--- src/rtl/core/lrupr_pkg.sv ---
`timescale 1ns / 1ps

package lrupr_pkg;

  localparam int STAMP_W     = 32;
  localparam int FAULT_W     = 16;
  localparam int CFG_W       = 5;
  localparam int PAGE_IN_W   = 16;
  localparam int SLOT_OUT_W  = 4;
  localparam int OUT_TDATA_W = 24;

  localparam logic [FAULT_W-1:0] FAULT_MAX   = {FAULT_W{1'b1}};
  localparam logic [CFG_W-1:0]   FRAME_COUNT_RESET = 5'd16;

  typedef enum logic [1:0] {
    ST_IDLE,
    ST_SCAN,
    ST_WAIT,
    ST_COMMIT
  } state_t;

  // Control for the shared compare unit.
  typedef struct packed {
    logic clear;
    logic step;
    logic row_valid;
  } scan_ctl_t;

endpackage

--- src/rtl/core/lrupr_frame_mem.sv ---
`timescale 1ns / 1ps

module lrupr_frame_mem #(
  parameter int DEPTH = 16,
  parameter int IDX_W = 4,
  parameter int KEY_W = 16
) (
  input  logic                         clk,
  input  logic                         rd_en,
  input  logic [IDX_W-1:0]             rd_addr,
  output logic [KEY_W-1:0]             rd_page,
  output logic [lrupr_pkg::STAMP_W-1:0] rd_stamp,
  input  logic                         wr_page_en,
  input  logic                         wr_stamp_en,
  input  logic [IDX_W-1:0]             wr_addr,
  input  logic [KEY_W-1:0]             wr_page,
  input  logic [lrupr_pkg::STAMP_W-1:0] wr_stamp
);
  import lrupr_pkg::*;

  logic [KEY_W-1:0]   page_mem  [DEPTH];
  logic [STAMP_W-1:0] stamp_mem [DEPTH];

  always_ff @(posedge clk) begin
    if (wr_page_en) begin
      page_mem[wr_addr] <= wr_page;
    end
    if (wr_stamp_en) begin
      stamp_mem[wr_addr] <= wr_stamp;
    end
  end

  always_ff @(posedge clk) begin
    if (rd_en) begin
      rd_page  <= page_mem[rd_addr];
      rd_stamp <= stamp_mem[rd_addr];
    end
  end

endmodule

--- src/rtl/core/lrupr_scan_unit.sv ---
`timescale 1ns / 1ps

module lrupr_scan_unit #(
  parameter int IDX_W = 4,
  parameter int KEY_W = 16
) (
  input  logic                          clk,
  input  logic                          rst,
  input  lrupr_pkg::scan_ctl_t          ctl,
  input  logic [IDX_W-1:0]              idx,
  input  logic [KEY_W-1:0]              key,
  input  logic [KEY_W-1:0]              row_page,
  input  logic [lrupr_pkg::STAMP_W-1:0] row_stamp,
  output logic                          hit,
  output logic [IDX_W-1:0]              slot
);
  import lrupr_pkg::*;

  logic               found;
  logic               empty_seen;
  logic               have_min;
  logic [IDX_W-1:0]   hit_idx;
  logic [IDX_W-1:0]   empty_idx;
  logic [IDX_W-1:0]   min_idx;
  logic [STAMP_W-1:0] min_stamp;
  logic               is_match;
  logic               is_older;

  assign is_match = ctl.row_valid && (row_page == key);
  // Strict compare keeps the lowest index on equal stamps.
  assign is_older = !have_min || (row_stamp < min_stamp);

  always_ff @(posedge clk) begin
    if (rst || ctl.clear) begin
      found      <= 1'b0;
      empty_seen <= 1'b0;
      have_min   <= 1'b0;
    end else if (ctl.step) begin
      if (!found && is_match) begin
        found <= 1'b1;
      end
      if (!empty_seen && !ctl.row_valid) begin
        empty_seen <= 1'b1;
      end
      have_min <= 1'b1;
    end
  end

  always_ff @(posedge clk) begin
    if (ctl.step) begin
      if (!found && is_match) begin
        hit_idx <= idx;
      end
      if (!empty_seen && !ctl.row_valid) begin
        empty_idx <= idx;
      end
      if (is_older) begin
        min_idx   <= idx;
        min_stamp <= row_stamp;
      end
    end
  end

  always_comb begin
    hit = found;
    if (found) begin
      slot = hit_idx;
    end else if (empty_seen) begin
      slot = empty_idx;
    end else begin
      slot = min_idx;
    end
  end

endmodule

--- src/rtl/core/lru_page_replacement_unit.sv ---
`timescale 1ns / 1ps

// LRU page replacement with per-frame use stamps.
// Input stream: s_tdata carries one page reference, s_tlast marks the final
// reference of a run. Output stream: one result per reference, with the hit
// flag on m_tuser, frame slot and saturating fault total on m_tdata, and the
// end-of-run echo on m_tlast. The cfg channel writes the frame count; it is
// always ready and should be written only while no reference is in flight.
// A result is presented once its reference has been scanned and committed, and
// no new reference is accepted until that commit is done: one shared compare
// unit walks the frame memory one row per cycle, looking for a match, the
// first empty frame and the oldest stamp in a single pass, then a commit
// updates the frame.
// s_tready is high only between references.
// The result sits in an output register; the next reference is accepted and
// scanned while it waits, and a commit holds until that register is free.
// Reset (synchronous, active high) empties all frames, clears the stamp clock
// and fault total, and sets the frame count to 16. A reference with tlast
// high does the same to the frame state after its result is produced.
module lru_page_replacement_unit #(
  parameter int MAX_FRAMES = 16,
  parameter int PAGE_BITS  = 16
) (
  input  logic                              clk,
  input  logic                              rst,
  // cfg_data: frame_count[4:0]
  input  logic                              cfg_valid,
  output logic                              cfg_ready,
  input  logic [lrupr_pkg::CFG_W-1:0]       cfg_data,
  // s_tdata: page_number[15:0]
  input  logic                              s_tvalid,
  output logic                              s_tready,
  input  logic [lrupr_pkg::PAGE_IN_W-1:0]   s_tdata,
  input  logic                              s_tlast,
  // m_tdata: frame_slot[3:0], fault_total[19:4], zero fill [23:20]
  // m_tuser: hit[0]
  output logic                              m_tvalid,
  input  logic                              m_tready,
  output logic [lrupr_pkg::OUT_TDATA_W-1:0] m_tdata,
  output logic                              m_tuser,
  output logic                              m_tlast
);
  import lrupr_pkg::*;

  localparam int IDX_W = (MAX_FRAMES > 1) ? $clog2(MAX_FRAMES) : 1;
  localparam int KEY_W = (PAGE_BITS < PAGE_IN_W) ? PAGE_BITS : PAGE_IN_W;

  state_t state;
  state_t state_next;

  logic [CFG_W-1:0]      frame_count;
  logic [IDX_W-1:0]      last_idx;
  logic [IDX_W-1:0]      cnt;
  logic [IDX_W-1:0]      rd_idx;
  logic                  rd_vld;
  logic [KEY_W-1:0]      key;
  logic                  key_last;
  logic [MAX_FRAMES-1:0] frame_valid;
  logic [STAMP_W-1:0]    stamp_clock;
  logic [FAULT_W-1:0]    fault_count;
  logic [FAULT_W-1:0]    fault_next;
  logic [STAMP_W-1:0]    stamp_next;

  logic               accept;
  logic               commit_go;
  logic               mem_rd_en;
  scan_ctl_t          scan_ctl;
  logic [KEY_W-1:0]   row_page;
  logic [STAMP_W-1:0] row_stamp;
  logic               scan_hit;
  logic [IDX_W-1:0]   scan_slot;
  logic [31:0]        slot_wide;

  logic               out_hit;
  logic [SLOT_OUT_W-1:0] out_slot;
  logic [FAULT_W-1:0] out_fault;
  logic               out_last;

  assign cfg_ready = 1'b1;

  always_ff @(posedge clk) begin
    if (rst) begin
      frame_count <= FRAME_COUNT_RESET;
    end else if (cfg_valid && cfg_ready) begin
      frame_count <= cfg_data;
    end
  end

  // Zero frames act as one; counts above the frame store use all of it.
  always_comb begin
    if (frame_count == '0) begin
      last_idx = '0;
    end else if (int'(frame_count) > MAX_FRAMES) begin
      last_idx = IDX_W'(MAX_FRAMES - 1);
    end else begin
      last_idx = IDX_W'(frame_count - CFG_W'(1));
    end
  end

  always_ff @(posedge clk) begin
    if (rst) begin
      state <= ST_IDLE;
    end else begin
      state <= state_next;
    end
  end

  always_comb begin
    state_next = state;
    case (state)
      ST_IDLE: begin
        if (s_tvalid) begin
          state_next = ST_SCAN;
        end
      end
      ST_SCAN: begin
        if (cnt == last_idx) begin
          state_next = ST_WAIT;
        end
      end
      ST_WAIT: begin
        state_next = ST_COMMIT;
      end
      ST_COMMIT: begin
        if (!m_tvalid || m_tready) begin
          state_next = ST_IDLE;
        end
      end
      default: begin
        state_next = ST_IDLE;
      end
    endcase
  end

  always_comb begin
    s_tready  = 1'b0;
    mem_rd_en = 1'b0;
    commit_go = 1'b0;
    case (state)
      ST_IDLE: begin
        s_tready = 1'b1;
      end
      ST_SCAN: begin
        mem_rd_en = 1'b1;
      end
      ST_WAIT: begin
      end
      ST_COMMIT: begin
        commit_go = !m_tvalid || m_tready;
      end
      default: begin
      end
    endcase
  end

  assign accept = s_tvalid && s_tready;

  always_ff @(posedge clk) begin
    if (accept) begin
      key      <= s_tdata[KEY_W-1:0];
      key_last <= s_tlast;
    end
  end

  always_ff @(posedge clk) begin
    if (accept) begin
      cnt <= '0;
    end else if (mem_rd_en) begin
      cnt <= cnt + IDX_W'(1);
    end
    rd_idx <= cnt;
  end

  always_ff @(posedge clk) begin
    if (rst) begin
      rd_vld <= 1'b0;
    end else begin
      rd_vld <= mem_rd_en;
    end
  end

  assign scan_ctl.clear     = accept;
  assign scan_ctl.step      = rd_vld;
  assign scan_ctl.row_valid = frame_valid[rd_idx];

  assign fault_next = (scan_hit || fault_count == FAULT_MAX) ? fault_count
                                                             : fault_count + FAULT_W'(1);
  assign stamp_next = stamp_clock + STAMP_W'(1);

  lrupr_frame_mem #(
    .DEPTH (MAX_FRAMES),
    .IDX_W (IDX_W),
    .KEY_W (KEY_W)
  ) u_mem (
    .clk         (clk),
    .rd_en       (mem_rd_en),
    .rd_addr     (cnt),
    .rd_page     (row_page),
    .rd_stamp    (row_stamp),
    .wr_page_en  (commit_go && !scan_hit),
    .wr_stamp_en (commit_go),
    .wr_addr     (scan_slot),
    .wr_page     (key),
    .wr_stamp    (stamp_next)
  );

  lrupr_scan_unit #(
    .IDX_W (IDX_W),
    .KEY_W (KEY_W)
  ) u_scan (
    .clk       (clk),
    .rst       (rst),
    .ctl       (scan_ctl),
    .idx       (rd_idx),
    .key       (key),
    .row_page  (row_page),
    .row_stamp (row_stamp),
    .hit       (scan_hit),
    .slot      (scan_slot)
  );

  // Run state; the last reference of a run clears it after its commit.
  always_ff @(posedge clk) begin
    if (rst) begin
      frame_valid <= '0;
      stamp_clock <= '0;
      fault_count <= '0;
    end else if (commit_go) begin
      if (key_last) begin
        frame_valid <= '0;
        stamp_clock <= '0;
        fault_count <= '0;
      end else begin
        frame_valid[scan_slot] <= 1'b1;
        stamp_clock            <= stamp_next;
        fault_count            <= fault_next;
      end
    end
  end

  assign slot_wide = 32'(scan_slot);

  always_ff @(posedge clk) begin
    if (rst) begin
      m_tvalid <= 1'b0;
    end else if (commit_go) begin
      m_tvalid <= 1'b1;
    end else if (m_tready) begin
      m_tvalid <= 1'b0;
    end
  end

  always_ff @(posedge clk) begin
    if (commit_go) begin
      out_hit   <= scan_hit;
      out_slot  <= slot_wide[SLOT_OUT_W-1:0];
      out_fault <= fault_next;
      out_last  <= key_last;
    end
  end

  assign m_tdata = {{(OUT_TDATA_W - SLOT_OUT_W - FAULT_W){1'b0}}, out_fault, out_slot};
  assign m_tuser = out_hit;
  assign m_tlast = out_last;

  // A fresh result only ever comes out of a commit.
  a_result_from_commit: assert property (@(posedge clk) disable iff (rst)
    $rose(m_tvalid) |-> $past(state) == ST_COMMIT)
    else $error("result appeared without a commit");

  // The scan never walks past the active frames.
  a_scan_bound: assert property (@(posedge clk) disable iff (rst)
    state == ST_SCAN |-> cnt <= last_idx)
    else $error("scan index beyond active frames");

  // A hit leaves the fault total alone unless the run ends.
  a_hit_no_fault: assert property (@(posedge clk) disable iff (rst)
    (commit_go && scan_hit && !key_last) |=> fault_count == $past(fault_count))
    else $error("fault count changed on a hit");

  // Input is taken only between references, never while a scan is running.
  a_no_accept_busy: assert property (@(posedge clk) disable iff (rst)
    rd_vld |-> !s_tready)
    else $error("input ready during a scan");

endmodule

--- config.mk ---
export PLATFORM = sky130hd
export DESIGN_NAME = lru_page_replacement_unit
export DESIGN_NICKNAME = d
export VERILOG_FILES = /design/src/rtl/core/lrupr_pkg.sv /design/src/rtl/core/lrupr_frame_mem.sv /design/src/rtl/core/lrupr_scan_unit.sv /design/src/rtl/core/lru_page_replacement_unit.sv
export SDC_FILE = /design/constraint.sdc
export NUM_CORES = 1
export LEC_CHECK = 0
export BUFFER_PORTS_ARGS = -buffer_cell sky130_fd_sc_hd__buf_2
export CAP_MARGIN = 20
export CORE_ASPECT_RATIO = 0.7
export CORE_MARGIN = 2
export CORE_UTILIZATION = 32
export DETAILED_ROUTE_END_ITERATION = 6
export HOLD_SLACK_MARGIN = 0.08
export PLACE_DENSITY_LB_ADDON = 0.12
export SYNTH_ARGS = -nofsm -noshare
export SYNTH_HDL_FRONTEND = slang
export SYNTH_SLANG_ARGS = --single-unit
--- constraint.sdc ---
create_clock -name clk -period 2.84 [get_ports clk]
set_input_delay 0.142 -clock clk [delete_from_list [all_inputs] [get_ports clk]]
set_output_delay 0.142 -clock clk [all_outputs]
set_load 0.02 [all_outputs]
==> results of run 1 <==
## stage by stage
stage	area (um2)	power, mW
after global routing	45700	36.6
after global placement	42100	22.5
after floorplan	38400	20.4
after detailed placement	42100	22.5
after CTS	45700	35.8
final	45700	35.2
## logic make-up (layout without fill, tap and decap cells)
family | count (synthesis) | after routing | share of synthesized area [%]
buffers and inverters | 146 | 466 | 1.59
other | 2 | 5 | 0.0196
AND/OR/NAND/NOR | 248 | 248 | 3.53
adder cells (fa/ha/maj) | 39 | 39 | 1.27
flip-flops | 983 | 983 | 74.7
AO/OA/AOI/OAI | 160 | 160 | 2.70
XOR/XNOR | 64 | 64 | 1.46
multiplexers | 259 | 259 | 14.7
## routing by layer
| layer | wire (um) | up-vias | part of all wire [%] | GRT usage, % |
|---|---|---|---|---|
| met1 | 50600 | 10300 | 51 | 25.9 |
| met3 | 4470 | 112 | 4.5 | 2.59 |
| met5 | 0 | - | 0 | 0 |
| met2 | 42500 | 440 | 43 | 23.4 |
| li1 | - | 8270 | - | - |
| met4 | 1720 | 0 | 1.7 | 3.62 |
## final cells by class
class | count | area [um2] | share of cell area [%]
Tap cell | 1566 | 1960 | 4.29
Inverter | 49 | 184 | 0.402
Clock inverter | 64 | 602 | 1.32
Sequential cell | 983 | 28700 | 62.8
Multi-Input combinational cell | 775 | 9340 | 20.4
Clock buffer | 119 | 2640 | 5.77
Timing Repair Buffer | 234 | 2310 | 5.05
## cell usage after synthesis, drive strengths merged (2+ instances only)
| library cell | instances |
|---|---|
| a21o | 16 |
| a21oi | 36 |
| a22o | 2 |
| a22oi | 13 |
| a31oi | 17 |
| a32o | 4 |
| and2 | 4 |
| and3 | 16 |
| and4 | 6 |
| buf | 39 |
| clkbuf | 58 |
| conb | 2 |
| dfxtp | 84 |
| edfxtp | 899 |
| ha | 39 |
| inv | 49 |
| mux2 | 2 |
| mux2i | 12 |
| mux4 | 245 |
| nand2 | 36 |
| nand2b | 9 |
| nand3 | 28 |
| nand3b | 2 |
| nand4 | 17 |
| nor2 | 68 |
| nor2b | 5 |
| nor3 | 31 |
| nor3b | 2 |
| nor4 | 6 |
| o21a | 21 |
| o21ai | 40 |
| o31ai | 4 |
| or3 | 12 |
| xnor2 | 40 |
| xor2 | 24 |
## worst max-delay path by stage
stage / start / endpoint / slack (ns) / depth (start not counted)
global route: rd_idx[0] / u_scan.empty_idx[3] / 0.20 / 4
finish: stamp_clock[1] / u_mem.stamp_mem[8][18] / 0.32 / 8
global placement: stamp_clock[23] / u_mem.stamp_mem[4][30] / 0.31 / 6
floorplan: u_scan.hit / u_mem.stamp_mem[0][0] / -0.27 / 5
CTS: stamp_clock[1] / u_mem.stamp_mem[5][30] / 0.16 / 6
detailed placement: stamp_clock[1] / u_mem.stamp_mem[15][30] / 0.17 / 6
## where the power goes
group | switching (mW) | leakage [nW] | total (mW) | internal (mW)
combinational | 2.90 | 3.98 | 5.23 | 2.33
clock | 5.59 | 1.58 | 13.1 | 7.53
sequential | 0.429 | 7.81 | 16.9 | 16.5
## repair_timing
| action | CTS | global route |
|---|---|---|
| hold buffers | 31 | 0 |
| gates resized for setup | 0 | 0 |
| endpoints found under the hold margin | 47 | 0 |
| endpoints found under the setup margin | 0 | 0 |
## state kept, by name, indices dropped and copies added (netlist names), 5 cells and up
signal	cells
fault_count	16
u_mem.stamp_mem	512
frame_count	5
u_mem.rd_page	16
u_mem.page_mem	256
out_fault	16
stamp_clock	32
u_scan.min_stamp	32
u_mem.rd_stamp	32
frame_valid	16
key	16
==> flow_summary.yaml, run 1 <==
outcome:
  outcome: "finished clean"
placed_design:
  dp.cells: 3572
  place_ws_ns: 0.174
  numPortBuffers: 50
  hpwl_um: 58300
  place.gp.congestion: 0.740
critical_path:
  cp-end-kind: "register"
  cp.required_ns: 3.35
  reg2reg_to: "u_mem.stamp_mem[8][18]"
  path_cells: "ha_1 > and3_1 > buf_4 > nand4_1 > nor2_1 > and3_1 > xor2_1 > buf_4"
  reg2reg_slack_ns: 0.32
  critPathArrivalTime_ns: 3.03
  critPathKind: "register to register"
  cp-start-kind: "register"
  reg2reg_from: "stamp_clock[1]"
  cpPeakStageDelay_ns: 0.35
  critPathTopFamily: "simple AND/OR/NAND/NOR gates"
  critPathSlowestCell: "dfxtp_1"
  cp_num_buf_inv: 2
  r2r_cells: 8
  crit_fanout: 16
sta:
  rsz0062_at_grt: "false"
  slew_headroom_pct: 28.6
  fin_crit_sh_pct: 88.7
  drv_slew: 0
  period_needed_ns: 2.52
  fmax_mhz: 397
  setup_violations: 0
  tns_ns: 0
  tightest_slew_ns: 1.07
  fin_ws_ns: 0.322
  finalHoldViolCount: 0
  holdWs_ns: 0.164
  clock_skew_ns: 0.0268
route:
  wire_per_inst_um: 26.2
  wl_um: 99300
  drt_iter0_drc: 1870
  route.detailed.drc: 0
  via_count: 19100
  ant_nets: 0
  first_pass_iters: 5
  viasPerCell: 5.04
yosys:
  synth_flop_cell: "edfxtp_1"
  synth_enable_flop_cells: 899
  synth_cell_types: 65
  synth.largest_area_cell: "edfxtp_1"
  yosysWarnings: 0
  ys_seq_area_share_pct: 74.7
  synthCells: 1901
  syn_area_per_cell_um2: 20.2
  synth_top_area_share_pct: 70.3
  synth_area_leaders: "edfxtp_1, mux4_2, dfxtp_1"
  synth_area_um2: 38400
  synthArstFlopShare_pct: 0
  synth.ff_latch_count: 983
cells_and_area:
  drive_above_1_share_pct: 29.3
  layout_commonest_cell: "edfxtp_1"
  stdcell_count: 3790
  final_cell_mix: "edfxtp_1, mux4_2, buf_4"
  fillers: 10700
  utilization_pct: 38.3
  num_antenna_cells: 0
  syn_to_final_growth_pct: 19.1
  nets: 2208
cts:
  cts_tree: "built"
  path_clk_slew_ns: 0.06
  clock-sinks: 983
  clkLatencyLatePin_ns: 0.69
  cts_made_buffers: 99
  post_cts_buffers: 0
  htreeDepth: 3
  root_buffer: "clkbuf_16"
  cts_buffer_depth: 3
min_path:
  min-delay-start: "s_tdata[4]"
  min_to: "key[4]"
  min_path_cells: 2
  hold_class: "primary input to register"
flow_run:
  cap_violations: 0
floorplanning:
  fp.coreArea_um2: 119000
  die_h_um: 294
  initial_core_util_pct: 32.2
  die_area_um2: 123000
  die_w_um: 418
  io-pin-count: 56
  rows: 106
power_and_ir_drop:
  max-vdd-ir-drop_uv: 430
  power_density_nw_per_um2: 771
  power_leakage_nw: 13.4
global_route:
  grt_max_degree: 52
  grt_overflow: 0
  antenna_found_initial: 4
  grtUsageTotal_pct: 16.3
  grt_pass1_vias: 19600
  grt_pass1_wl_um: 143000
Note: power is estimated with default switching activity, not from simulation.
==> inputs of run 2 (changes only) <==
CORE_UTILIZATION = 56   (was 32)
==> flow_summary.yaml, run 2 (synthesis gave the netlist of run 1 again) <==
route:
  wire_per_inst_um: 27.7
  viasPerCell: 6.22
  via_count: 19200
  drt_iter0_drc: 2246
  first_pass_iters: 5
  wl_um: 85600
  route.detailed.drc: 0
  ant_nets: 0
floorplanning:
  die_area_um2: 70700
  io-pin-count: 56
  fp.coreArea_um2: 68000
  die_w_um: 317
  rows: 80
  initial_core_util_pct: 56.5
  die_h_um: 223
placed_design:
  numPortBuffers: 50
  place.gp.congestion: 0.788
  place_ws_ns: -0.0273
  hpwl_um: 48300
critical_path:
  reg2reg_from: "rd_idx[0]"
  critPathArrivalTime_ns: 2.82
  critPathKind: "register to register"
  crit_fanout: 7
  cp.required_ns: 3.12
  cp-end-kind: "register"
  cp-start-kind: "register"
  setup.worst_path.start: "rd_idx[0]"
cells_and_area:
  seqCellArea_um2: 28700
  final_cell_mix: "edfxtp_1, mux4_2, buf_4"
  utilization_pct: 65.0
  multiInputGateArea_um2: 9350
  regMostFlops: "u_mem.stamp_mem"
  syn_to_final_growth_pct: 15.1
  nets: 2172
  fillers: 4509
  drive_above_1_share_pct: 27.8
  layout_commonest_cell: "edfxtp_1"
  num_antenna_cells: 0
  reg_top3: "u_mem.stamp_mem (512), u_mem.page_mem (256)"
  largest_reg_flops: 512
cts:
  cts_tree: "built"
  clkLatencyLatePin_ns: 0.66
  clock-sinks: 983
  cts_made_buffers: 90
  htreeDepth: 3
  path_clk_slew_ns: 0.06
  root_buffer: "clkbuf_16"
  cts_buffer_depth: 3
global_route:
  grt_max_degree: 68
  antenna_found_initial: 1
  grtUsageTotal_pct: 25.0
  grt_pass1_vias: 19200
  grt_pass1_wl_um: 127000
  grt_overflow: 0
sta:
  rsz0062_at_grt: "false"
  clock_skew_ns: 0.0289
  fin_crit_sh_pct: 89.5
  finalHoldViolCount: 0
  setup_violations: 0
  holdWs_ns: 0.194
  tightest_slew_ns: 0.864
  fin_ws_ns: 0.298
  tns_ns: 0
  fmax_mhz: 393
  slew_headroom_pct: 42.2
  period_needed_ns: 2.54
  drv_slew: 0
power_and_ir_drop:
  report.power.total_mw: 33.9
  power_leakage_nw: 13.1
  max-vdd-ir-drop_uv: 663
  power_density_nw_per_um2: 767
min_path:
  min-delay-start: "s_tdata[1]"
  hold_class: "primary input to register"
outcome:
  outcome: "finished clean"
flow_run:
  cap_violations: 0
## run 2: changes by cell type in the layout (fill, tap and decap cells not counted), moves of 2 or more
cell | previous run | this run
buf_12 | 48 | 28
clkbuf_1 | 15 | 28
buf_4 | 105 | 93
clkinv_1 | 22 | 10
clkbuf_16 | 102 | 91
dlygate4sd3_1 | 31 | 36
clkinv_2 | 20 | 17
xnor2_1 | 40 | 37
xnor2_2 | 0 | 3
bufinv_16 | 10 | 12
clkbuf_8 | 2 | 0
clkinvlp_4 | 6 | 4
inv_6 | 2 | 4
## run 2: layer usage
metal	vias to the layer above	share of wire, %	GRT usage (%)
li1	8161	-	-
met1	10100	45	41.0
met2	783	45	35.6
met3	114	8.3	4.48
met4	0	1.6	4.88
met5	-	0	0
## run 2: power by group
| group | total (mW) | internal [mW] | switching, mW |
|---|---|---|---|
| sequential | 16.9 | 16.5 | 0.444 |
| combinational | 4.74 | 2.17 | 2.57 |
| clock | 12.3 | 7.05 | 5.22 |
| total | 33.9 | 25.7 | 8.24 |
## run 2: area by class of cell
class	instances	share of cell area, %
Tap cell	902	2.55
Multi-Input combinational cell	775	21.2
Timing Repair Buffer	207	4.23
Sequential cell	983	64.9
Clock inverter	51	1.36
Inverter	49	0.416
Clock buffer	119	5.39
## run 2: final timing paths
check,end,slack (ns),cells past startpoint
setup / recovery,u_scan.empty_idx[3],0.30,3
setup reg to reg,u_scan.empty_idx[3],0.30,3
hold reg to reg,frame_valid[7],0.46,1
hold / removal,key[1],0.19,2
## run 2: stage by stage
stage	instance area, um2	cells
2_1_floorplan	38400	1904
3_3_place_gp	40800	2870
3_5_place_dp	40800	2870
4_1_cts	44100	3076
5_1_grt	44200	3086
6_report	44200	3086
## run 2: repair_timing
action                                  in CTS  in global routing
hold buffers                                36                  0
endpoints found under the setup margin      47                  0
buffers inserted                             0                  0
hold endpoints to repair                    50                  0
resized for setup                            3                  0
## run 2: worst max-delay path, cell delays in order, from the launching register on
cell and delay [ns]:
dfxtp_1 0.56, mux4_2 0.57, mux4_2 0.51, nor3b_1 0.54
